File: src/hw/rtl/aps_pkg.sv
package aps_pkg;

	localparam int KindW     = 3;
	localparam int DurW      = 15;
	localparam int RegIdxW   = 2;
	localparam int RegDataW  = 1;
	localparam int PhaseW    = 4;
	localparam int BlinkW    = 10;
	localparam int PatternW  = 12;
	localparam int MsW       = 10;

	localparam logic [KindW-1:0] KIND_TICK   = 3'd0;
	localparam logic [KindW-1:0] KIND_PROMPT = 3'd1;
	localparam logic [KindW-1:0] KIND_BEEP   = 3'd2;
	localparam logic [KindW-1:0] KIND_SHAKE  = 3'd3;
	localparam logic [KindW-1:0] KIND_LIGHT  = 3'd4;

	localparam logic [RegIdxW-1:0] REG_BEEP_EN  = 2'd0;
	localparam logic [RegIdxW-1:0] REG_SHAKE_EN = 2'd1;
	localparam logic [RegIdxW-1:0] REG_LIGHT_EN = 2'd2;

	localparam logic [PhaseW-1:0]   PHASE_MAX   = 4'd8;
	localparam logic [BlinkW-1:0]   BLINK_MAX   = 10'd800;
	localparam logic [PatternW-1:0] PAT_FIRST   = 12'd200;
	localparam logic [PatternW-1:0] PAT_SECOND  = 12'd600;
	localparam logic [PatternW-1:0] PAT_THIRD   = 12'd1000;
	localparam logic [PatternW-1:0] PAT_END     = 12'd2000;
	localparam logic [MsW-1:0]      MS_MAX      = 10'd1000;
	localparam logic [DurW-1:0]     BEEP_MS     = 15'd200;
	localparam logic [DurW-1:0]     SHAKE_MS    = 15'd300;
	localparam logic [DurW-1:0]     LIGHT_MS    = 15'd2500;

	typedef struct packed {
		logic light;
		logic shake;
		logic beep;
	} cfg_t;

	typedef struct packed {
		logic             busy;
		logic [DurW-1:0]  duration;
		logic [KindW-1:0] kind;
	} item_t;

	typedef struct packed {
		logic [PhaseW-1:0] decode_phase;
		logic              prompt_running;
		logic              led_lit;
		logic              motor_on;
		logic              buzzer_on;
	} res_t;

endpackage

File: src/hw/rtl/aps_core.sv
module aps_core
	import aps_pkg::*;
(
	input  logic  clk,
	input  logic  arst_n,
	input  logic  fire,
	input  item_t item,
	input  cfg_t  cfg,
	output res_t  res
);

	logic                beep_act_q, beep_act_d;
	logic [DurW-1:0]     beep_left_q, beep_left_d;
	logic                shake_act_q, shake_act_d;
	logic [DurW-1:0]     shake_left_q, shake_left_d;
	logic                light_act_q, light_act_d;
	logic [DurW-1:0]     light_left_q, light_left_d;
	logic [BlinkW-1:0]   blink_q, blink_d;
	logic                led_q, led_d;
	logic                prompt_q, prompt_d;
	logic [PatternW-1:0] pattern_q, pattern_d, pattern_inc;
	logic [MsW-1:0]      ms_q, ms_d, ms_base, ms_inc;
	logic [DurW-1:0]     sec_q, sec_d;
	logic [PhaseW-1:0]   phase_q, phase_d;

	always_comb begin
		beep_act_d   = beep_act_q;
		beep_left_d  = beep_left_q;
		shake_act_d  = shake_act_q;
		shake_left_d = shake_left_q;
		light_act_d  = light_act_q;
		light_left_d = light_left_q;
		blink_d      = blink_q;
		led_d        = led_q;
		prompt_d     = prompt_q;
		pattern_d    = pattern_q;
		ms_d         = ms_q;
		sec_d        = sec_q;
		phase_d      = phase_q;
		pattern_inc  = pattern_q + 12'd1;
		ms_base      = ms_q;
		ms_inc       = ms_q + 10'd1;
		if (fire) begin
			case (item.kind)
				KIND_TICK: begin
					if (!item.busy)
						phase_d = (phase_q == PHASE_MAX) ? '0 : phase_q + 4'd1;
					if (beep_act_q) begin
						if (beep_left_q != '0) beep_left_d = beep_left_q - 15'd1;
						if (beep_left_d == '0) beep_act_d = 1'b0;
					end
					if (shake_act_q) begin
						if (shake_left_q != '0) shake_left_d = shake_left_q - 15'd1;
						if (shake_left_d == '0) shake_act_d = 1'b0;
					end
					if (light_act_q) begin
						if (blink_q == BLINK_MAX) begin
							led_d   = !led_q;
							blink_d = '0;
						end else begin
							blink_d = blink_q + 10'd1;
						end
						if (light_left_q == '0) begin
							led_d       = 1'b0;
							light_act_d = 1'b0;
							blink_d     = '0;
						end else begin
							light_left_d = light_left_q - 15'd1;
						end
					end
					if (prompt_q) begin
						pattern_d = pattern_inc;
						if (pattern_inc == PAT_FIRST || pattern_inc == PAT_THIRD) begin
							if (cfg.beep) begin
								beep_left_d = BEEP_MS;
								beep_act_d  = 1'b1;
							end
							if (cfg.shake) begin
								shake_left_d = SHAKE_MS;
								shake_act_d  = 1'b1;
							end
						end else if (pattern_inc == PAT_SECOND) begin
							if (cfg.beep) begin
								beep_left_d = BEEP_MS;
								beep_act_d  = 1'b1;
							end
						end else if (pattern_inc > PAT_END) begin
							pattern_d = '0;
							ms_base   = '0;
							if (cfg.light) begin
								light_left_d = LIGHT_MS;
								light_act_d  = 1'b1;
								led_d        = 1'b1;
							end
						end
						ms_inc = ms_base + 10'd1;
						ms_d   = ms_inc;
						if (ms_inc > MS_MAX) begin
							ms_d = '0;
							if (sec_q != '0) sec_d = sec_q - 15'd1;
							if (sec_d == '0) begin
								prompt_d     = 1'b0;
								beep_left_d  = '0;
								shake_left_d = '0;
								blink_d      = '0;
							end
						end
					end
					if (!beep_act_d && !shake_act_d && !light_act_d) led_d = 1'b0;
				end
				KIND_PROMPT: begin
					prompt_d  = 1'b1;
					sec_d     = item.duration;
					pattern_d = '0;
					ms_d      = '0;
				end
				KIND_BEEP: begin
					beep_left_d = item.duration;
					beep_act_d  = 1'b1;
				end
				KIND_SHAKE: begin
					shake_left_d = item.duration;
					shake_act_d  = 1'b1;
				end
				KIND_LIGHT: begin
					light_left_d = item.duration;
					light_act_d  = 1'b1;
					led_d        = 1'b1;
				end
				default: begin
				end
			endcase
		end
	end

	always_ff @(posedge clk or negedge arst_n) begin
		if (!arst_n) begin
			beep_act_q   <= 1'b0;
			beep_left_q  <= '0;
			shake_act_q  <= 1'b0;
			shake_left_q <= '0;
			light_act_q  <= 1'b0;
			light_left_q <= '0;
			blink_q      <= '0;
			led_q        <= 1'b0;
			prompt_q     <= 1'b0;
			pattern_q    <= '0;
			ms_q         <= '0;
			sec_q        <= '0;
			phase_q      <= '0;
		end else begin
			beep_act_q   <= beep_act_d;
			beep_left_q  <= beep_left_d;
			shake_act_q  <= shake_act_d;
			shake_left_q <= shake_left_d;
			light_act_q  <= light_act_d;
			light_left_q <= light_left_d;
			blink_q      <= blink_d;
			led_q        <= led_d;
			prompt_q     <= prompt_d;
			pattern_q    <= pattern_d;
			ms_q         <= ms_d;
			sec_q        <= sec_d;
			phase_q      <= phase_d;
		end
	end

	assign res.buzzer_on      = beep_act_d;
	assign res.motor_on       = shake_act_d;
	assign res.led_lit        = led_d;
	assign res.prompt_running = prompt_d;
	assign res.decode_phase   = phase_d;

`ifndef SYNTH
	a_phase_range: assert property (@(posedge clk) disable iff (!arst_n)
		phase_q <= PHASE_MAX) else $error("decode phase out of range");
	a_blink_range: assert property (@(posedge clk) disable iff (!arst_n)
		blink_q <= BLINK_MAX) else $error("blink count out of range");
	a_pattern_range: assert property (@(posedge clk) disable iff (!arst_n)
		pattern_q <= PAT_END && ms_q <= MS_MAX) else $error("pattern counters out of range");
	a_led_needs_light: assert property (@(posedge clk) disable iff (!arst_n)
		led_q |-> light_act_q) else $error("LED lit without light timer");
	a_idle_holds: assert property (@(posedge clk) disable iff (!arst_n)
		!fire |=> $stable(phase_q) && $stable(pattern_q) && $stable(blink_q))
		else $error("state moved without an item");
`endif

endmodule

File: src/hw/rtl/alert_pattern_sequencer.sv
// Channel  Direction  Ports                                Contents
// s_*      in         s_tvalid s_tready s_tdata s_tuser    tick, prompt, beep, shake or light item
// m_*      out        m_tvalid m_tready m_tdata            status after the item
// cfg_*    in         cfg_we cfg_index cfg_wdata           prompt enables
//
// An item is taken into an input register, updated against the sequencer
// state and its status lands in an output register; one item per cycle is
// sustained while m_tready stays high.
// While a status waits, the input register takes one more item, then s_tready drops.
// arst_n clears the core state, the enables and both valid flags; item and status data are not reset.
module alert_pattern_sequencer
	import aps_pkg::*;
(
	input  logic                clk,
	input  logic                arst_n,
	input  logic                s_tvalid,
	output logic                s_tready,
	input  logic [15:0]         s_tdata,   // duration[14:0], decoding_busy[15]
	input  logic [KindW-1:0]    s_tuser,   // kind[2:0]
	output logic                m_tvalid,
	input  logic                m_tready,
	output logic [7:0]          m_tdata,   // buzzer_on[0], motor_on[1], led_lit[2],
	                                       // prompt_running[3], decode_phase[7:4]
	input  logic                cfg_we,
	input  logic [RegIdxW-1:0]  cfg_index,
	input  logic [RegDataW-1:0] cfg_wdata
);

	logic  valid_s1;
	item_t item_s1;
	logic  out_valid_q;
	res_t  res_q;
	res_t  res;
	cfg_t  cfg_q;
	logic  fire;

	assign fire     = valid_s1 && (!out_valid_q || m_tready);
	assign s_tready = !valid_s1 || fire;

	always_ff @(posedge clk or negedge arst_n) begin
		if (!arst_n) begin
			valid_s1    <= 1'b0;
			out_valid_q <= 1'b0;
			cfg_q       <= '0;
		end else begin
			if (s_tready) valid_s1 <= s_tvalid;
			if (fire) out_valid_q <= 1'b1;
			else if (m_tready) out_valid_q <= 1'b0;
			if (cfg_we) begin
				case (cfg_index)
					REG_BEEP_EN:  cfg_q.beep  <= cfg_wdata[0];
					REG_SHAKE_EN: cfg_q.shake <= cfg_wdata[0];
					REG_LIGHT_EN: cfg_q.light <= cfg_wdata[0];
					default: begin
					end
				endcase
			end
		end
	end

	always_ff @(posedge clk) begin
		if (s_tready && s_tvalid) begin
			item_s1.kind     <= s_tuser;
			item_s1.duration <= s_tdata[DurW-1:0];
			item_s1.busy     <= s_tdata[DurW];
		end
		if (fire) res_q <= res;
	end

	aps_core u_core (
		.clk    (clk),
		.arst_n (arst_n),
		.fire   (fire),
		.item   (item_s1),
		.cfg    (cfg_q),
		.res    (res)
	);

	assign m_tvalid = out_valid_q;
	assign m_tdata  = res_q;

endmodule
File: config.mk
export PLATFORM = sky130hd
export DESIGN_NAME = alert_pattern_sequencer
export DESIGN_NICKNAME = d
export VERILOG_FILES = /design/src/hw/rtl/aps_pkg.sv /design/src/hw/rtl/aps_core.sv /design/src/hw/rtl/alert_pattern_sequencer.sv
export SDC_FILE = /design/constraint.sdc
export NUM_CORES = 1
export LEC_CHECK = 0
export BUFFER_PORTS_ARGS = -buffer_cell sky130_fd_sc_hd__buf_4
export CAP_MARGIN = 20
export CORE_AREA = 5 5 174 176
export DETAILED_ROUTE_END_ITERATION = 16
export DIE_AREA = 0 0 179 181
export PLACE_DENSITY_LB_ADDON = 0.12
export SLEW_MARGIN = 20
export SYNTH_ARGS = -nofsm -noshare
export SYNTH_HDL_FRONTEND = slang
export SYNTH_SLANG_ARGS = --single-unit
File: constraint.sdc
create_clock -name clk -period 12.7 [get_ports clk]
set_input_delay 1.27 -clock clk [delete_from_list [all_inputs] [get_ports clk]]
set_output_delay 1.27 -clock clk [all_outputs]
set_load 0.01 [all_outputs]
==> reports/metrics.json <==
{
  "floorplan.die.height_um": 181,
  "gpl.final_weighted_congestion": 0.847,
  "tritoncts.num_buffers": 17,
  "power.ir.vdd_worst_uv": 66.1,
  "overflow": 0,
  "die_width_um": 179,
  "finalHoldViolCount": 0,
  "dpl_cell_area_um2": 9010,
  "worst_setup_path_startpoint": "u_core.pattern_q[3]",
  "crit_path_max_fanout": 16,
  "holdCritPathClass": "register to register",
  "route.antenna.remaining_nets": 0,
  "timing.critical_path.max_delay_family": "simple AND/OR/NAND/NOR gates",
  "cts_num_sinks": 133,
  "timing.critical_path.buf_inv": 1,
  "path_cells": "nand3_1 -> nor3_1 -> xnor2_1 -> a311oi_1 -> a21oi_1 -> and2_1 -> ha_1 -> and4_1 -> o21bai_1 -> mux2i_1 -> a22oi_1 -> or4_1 -> o31ai_2 -> buf_4 -> nand2_1 -> mux2_2",
  "vias_in_the_first_global_route": 7169,
  "fillerInstances": 2982,
  "tritoncts": "built",
  "drc_errors": 0,
  "buffer_depth_of_the_longest_clock_path": 2,
  "finalWirelength_mm": 26.4,
  "critical_path_class": "register to register",
  "numPortBuffers": 36,
  "totalPowerFinal_w": 0.00160,
  "max-cap-violations": 0,
  "grt_setup_unrepaired": "no",
  "seq_area_frac_synth": 0.413,
  "clkTransAtPathRegs_ns": 0.06,
  "cpPeakStageDelay_ns": 0.69,
  "synthCells": 963,
  "global_route.usage.total": 0.164,
  "cts_setup_buffers": 0,
  "area.growth.synth_to_final_pct": 14.3,
  "placement_rows": 62,
  "tightest_slew_ns": 0.981,
  "fp.dieArea_um2": 32400,
  "num_antenna_cells": 0,
  "grt_pass1_wl_mm": 42.0,
  "clkLatencyLatePin_ns": 0.43,
  "synth_enable_flop_cells": 27,
  "detailedPlacementHpwl_mm": 18.0,
  "timing.final.crit_period_ns": 5.63,
  "static-leakage-power_nw": 3.61,
  "status": "completed",
  "finalMaxSlewViolations": 0,
  "io-pin-count": 37,
  "drive_gt1_frac": 0.107,
  "max_freq_mhz": 178,
  "post_synth.cell_area_avg_um2": 8.72,
  "final.setup.tns_ns": 0,
  "slew_headroom": 0.346,
  "synth-warning-count": 0,
  "crit-reg2reg-launch": "u_core.pattern_q[3]",
  "detail_route.iter0.violations": 810,
  "yosys.cell_types.count": 73,
  "slowest_stage": "sky130_fd_sc_hd__or4_1",
  "grt_max_degree": 58,
  "postSynth.topFlopCell": "sky130_fd_sc_hd__dfrtp_1",
  "finalInstanceArea_um2": 9590,
  "synth_seq_cells": 133,
  "syn_nets": 1002,
  "setup_violations": 0,
  "drt_pre_antenna_iters": 6,
  "timing.critical_path.required_ns": 13.01,
  "setup_skew_after_layout_ns": 0.0160,
  "cts.htree.levels": 4,
  "antenna_found_initial": 0,
  "wire_length_per_cell_um": 19.3,
  "synthArstFlopShare": 0.797,
  "starting_utilization_of_the_core_area": 0.295,
  "clk_root_buffer_cell": "sky130_fd_sc_hd__clkbuf_16",
  "avgViaCountPerCell": 5.55,
  "holdBufCountCts": 0,
  "timing.critical_path.arrival_ns": 5.94,
  "design.final.nets": 1010,
  "hold_path_startpoint": "u_core.light_left_q[12]",
  "reg2reg_setup_slack_ns": 7.07,
  "pwr_density_cell_nw_per_um2": 167,
  "synth.cell_area_um2": 8390,
  "critical_path.endpoint_type": "register",
  "worstSetupStartpointType": "register",
  "coreArea_um2": 28500,
  "route.vias.total": 7589,
  "hold_slack_ns": 0.482,
  "finalCritPeriodShare": 0.443,
  "cts_resized": 0
}
[worst reg2reg max path: cells and delay by family (launching register included)]
family                   cells  cell delay [ns]
buffers and inverters        1             0.26
adder cells (fa/ha/maj)      1             0.29
AND/OR/NAND/NOR              6             2.34
XOR/XNOR                     1             0.17
AO/OA/AOI/OAI                5             1.43
multiplexers                 2             0.54
flip-flops                   1             0.51
[Yosys cell counts (8+ instances only)]
master / number / area share
sky130_fd_sc_hd__a21oi_1: 63 / 0.038
sky130_fd_sc_hd__o22ai_1: 8 / 0.0060
sky130_fd_sc_hd__o31ai_1: 15 / 0.013
sky130_fd_sc_hd__edfxtp_1: 27 / 0.097
sky130_fd_sc_hd__o2bb2ai_1: 9 / 0.0094
sky130_fd_sc_hd__o211ai_1: 9 / 0.0080
sky130_fd_sc_hd__nor2_1: 61 / 0.027
sky130_fd_sc_hd__nor3_1: 39 / 0.023
sky130_fd_sc_hd__clkbuf_1: 56 / 0.025
sky130_fd_sc_hd__o31a_1: 8 / 0.0083
sky130_fd_sc_hd__ha_1: 12 / 0.018
sky130_fd_sc_hd__a22o_1: 14 / 0.015
sky130_fd_sc_hd__or4_1: 13 / 0.012
sky130_fd_sc_hd__xnor2_1: 14 / 0.015
sky130_fd_sc_hd__nand2b_1: 11 / 0.0082
sky130_fd_sc_hd__a22oi_1: 14 / 0.013
sky130_fd_sc_hd__nand3_1: 44 / 0.026
sky130_fd_sc_hd__and3_1: 22 / 0.016
sky130_fd_sc_hd__a31oi_1: 13 / 0.0097
sky130_fd_sc_hd__nor3b_1: 13 / 0.012
sky130_fd_sc_hd__or3_1: 14 / 0.010
sky130_fd_sc_hd__inv_1: 29 / 0.013
sky130_fd_sc_hd__nand2_1: 93 / 0.042
sky130_fd_sc_hd__o21ai_0: 78 / 0.047
sky130_fd_sc_hd__nor4_1: 20 / 0.015
sky130_fd_sc_hd__dfrtp_1: 106 / 0.32
sky130_fd_sc_hd__a211o_1: 8 / 0.0083
sky130_fd_sc_hd__and2_1: 13 / 0.0097
sky130_fd_sc_hd__a21o_1: 8 / 0.0072
[sequential cells by signal, indices dropped and copies added (netlist names), 10 cells and up]
register and cells:
item_s1 19, u_core.beep_left_q 15, u_core.blink_q 10, u_core.light_left_q 15, u_core.ms_q 10, u_core.pattern_q 12
u_core.sec_q 15, u_core.shake_left_q 15
[stage by stage]
step	worst slack (ns)	cells	utilization
finish	7.07	1368	0.337
global route	6.67	1368	0.337
CTS	7.12	1367	0.336
detailed placement	7.16	1335	0.317
global placement	7.35	1335	0.317
floorplan	7.64	963	-
[cell families after synthesis]
kind of cell / Yosys count / synth area share
buf+inv: 89 / 0.0413
mux: 12 / 0.0154
simple gates: 392 / 0.248
compound gates: 304 / 0.243
xor+xnor: 21 / 0.0219
fa+ha+maj: 12 / 0.0179
flops: 133 / 0.413
[layout by cell type (no fill, tap or decap), drive strengths merged, types with 11 or more instances in the layout]
master,Yosys,routed
nor3,39,39
inv,29,30
nand2,94,94
dfrtp,106,106
nand3,44,44
nand2b,11,11
xnor2,14,14
edfxtp,27,27
a21oi,63,63
o21ai,78,78
buf,4,49
or4,15,15
nor4,21,21
or3,14,14
ha,12,12
a31oi,14,14
a22oi,14,14
o31ai,15,15
and3,22,22
clkbuf,56,19
nor3b,13,13
and2,13,13
a22o,14,14
nor2,61,61
[path summary, 6_finish.rpt]
path                                                end  cells past startpoint
worst min register to register  u_core.light_left_q[12]                      1
min in group asynchronous         u_core.beep_left_q[2]                      1
worst max register to register          u_core.sec_q[5]                     16
worst min-delay path            u_core.light_left_q[12]                      1
worst max-delay path                    u_core.sec_q[5]                     16
max in group asynchronous       u_core.light_left_q[11]                      2
[final cells by class]
cell class / count / area, um^2 / share of cell area
flip-flops and latches: 133 / 3460 / 0.361
clock inverters: 13 / 134 / 0.0140
inverters: 29 / 109 / 0.0113
repair buffers: 49 / 375 / 0.0391
clock buffers: 19 / 433 / 0.0451
well taps: 384 / 480 / 0.0501
multi-input cells: 741 / 4600 / 0.479
[power by group]
part	leakage [nW]	internal (W)	switching, W	total (W)
registers	1.50	0.000537	0.000147	0.000683
clock network	0.266	0.000288	0.000198	0.000486
logic	1.84	0.000201	0.000228	0.000429
total	3.61	0.00103	0.000573	0.00160
[routing by layer]
| layer | part of all wire | wire length [um] | vias to the layer above | track usage |
|---|---|---|---|---|
| met2 | 0.46 | 12100 | 162 | 0.250 |
| li1 | - | - | 3658 | - |
| met5 | 0 | 0 | - | 0 |
| met4 | 0.015 | 402 | 0 | 0.0424 |
| met1 | 0.49 | 12900 | 3749 | 0.244 |
| met3 | 0.035 | 933 | 20 | 0.0222 |
(Power assumes the default switching activity.)
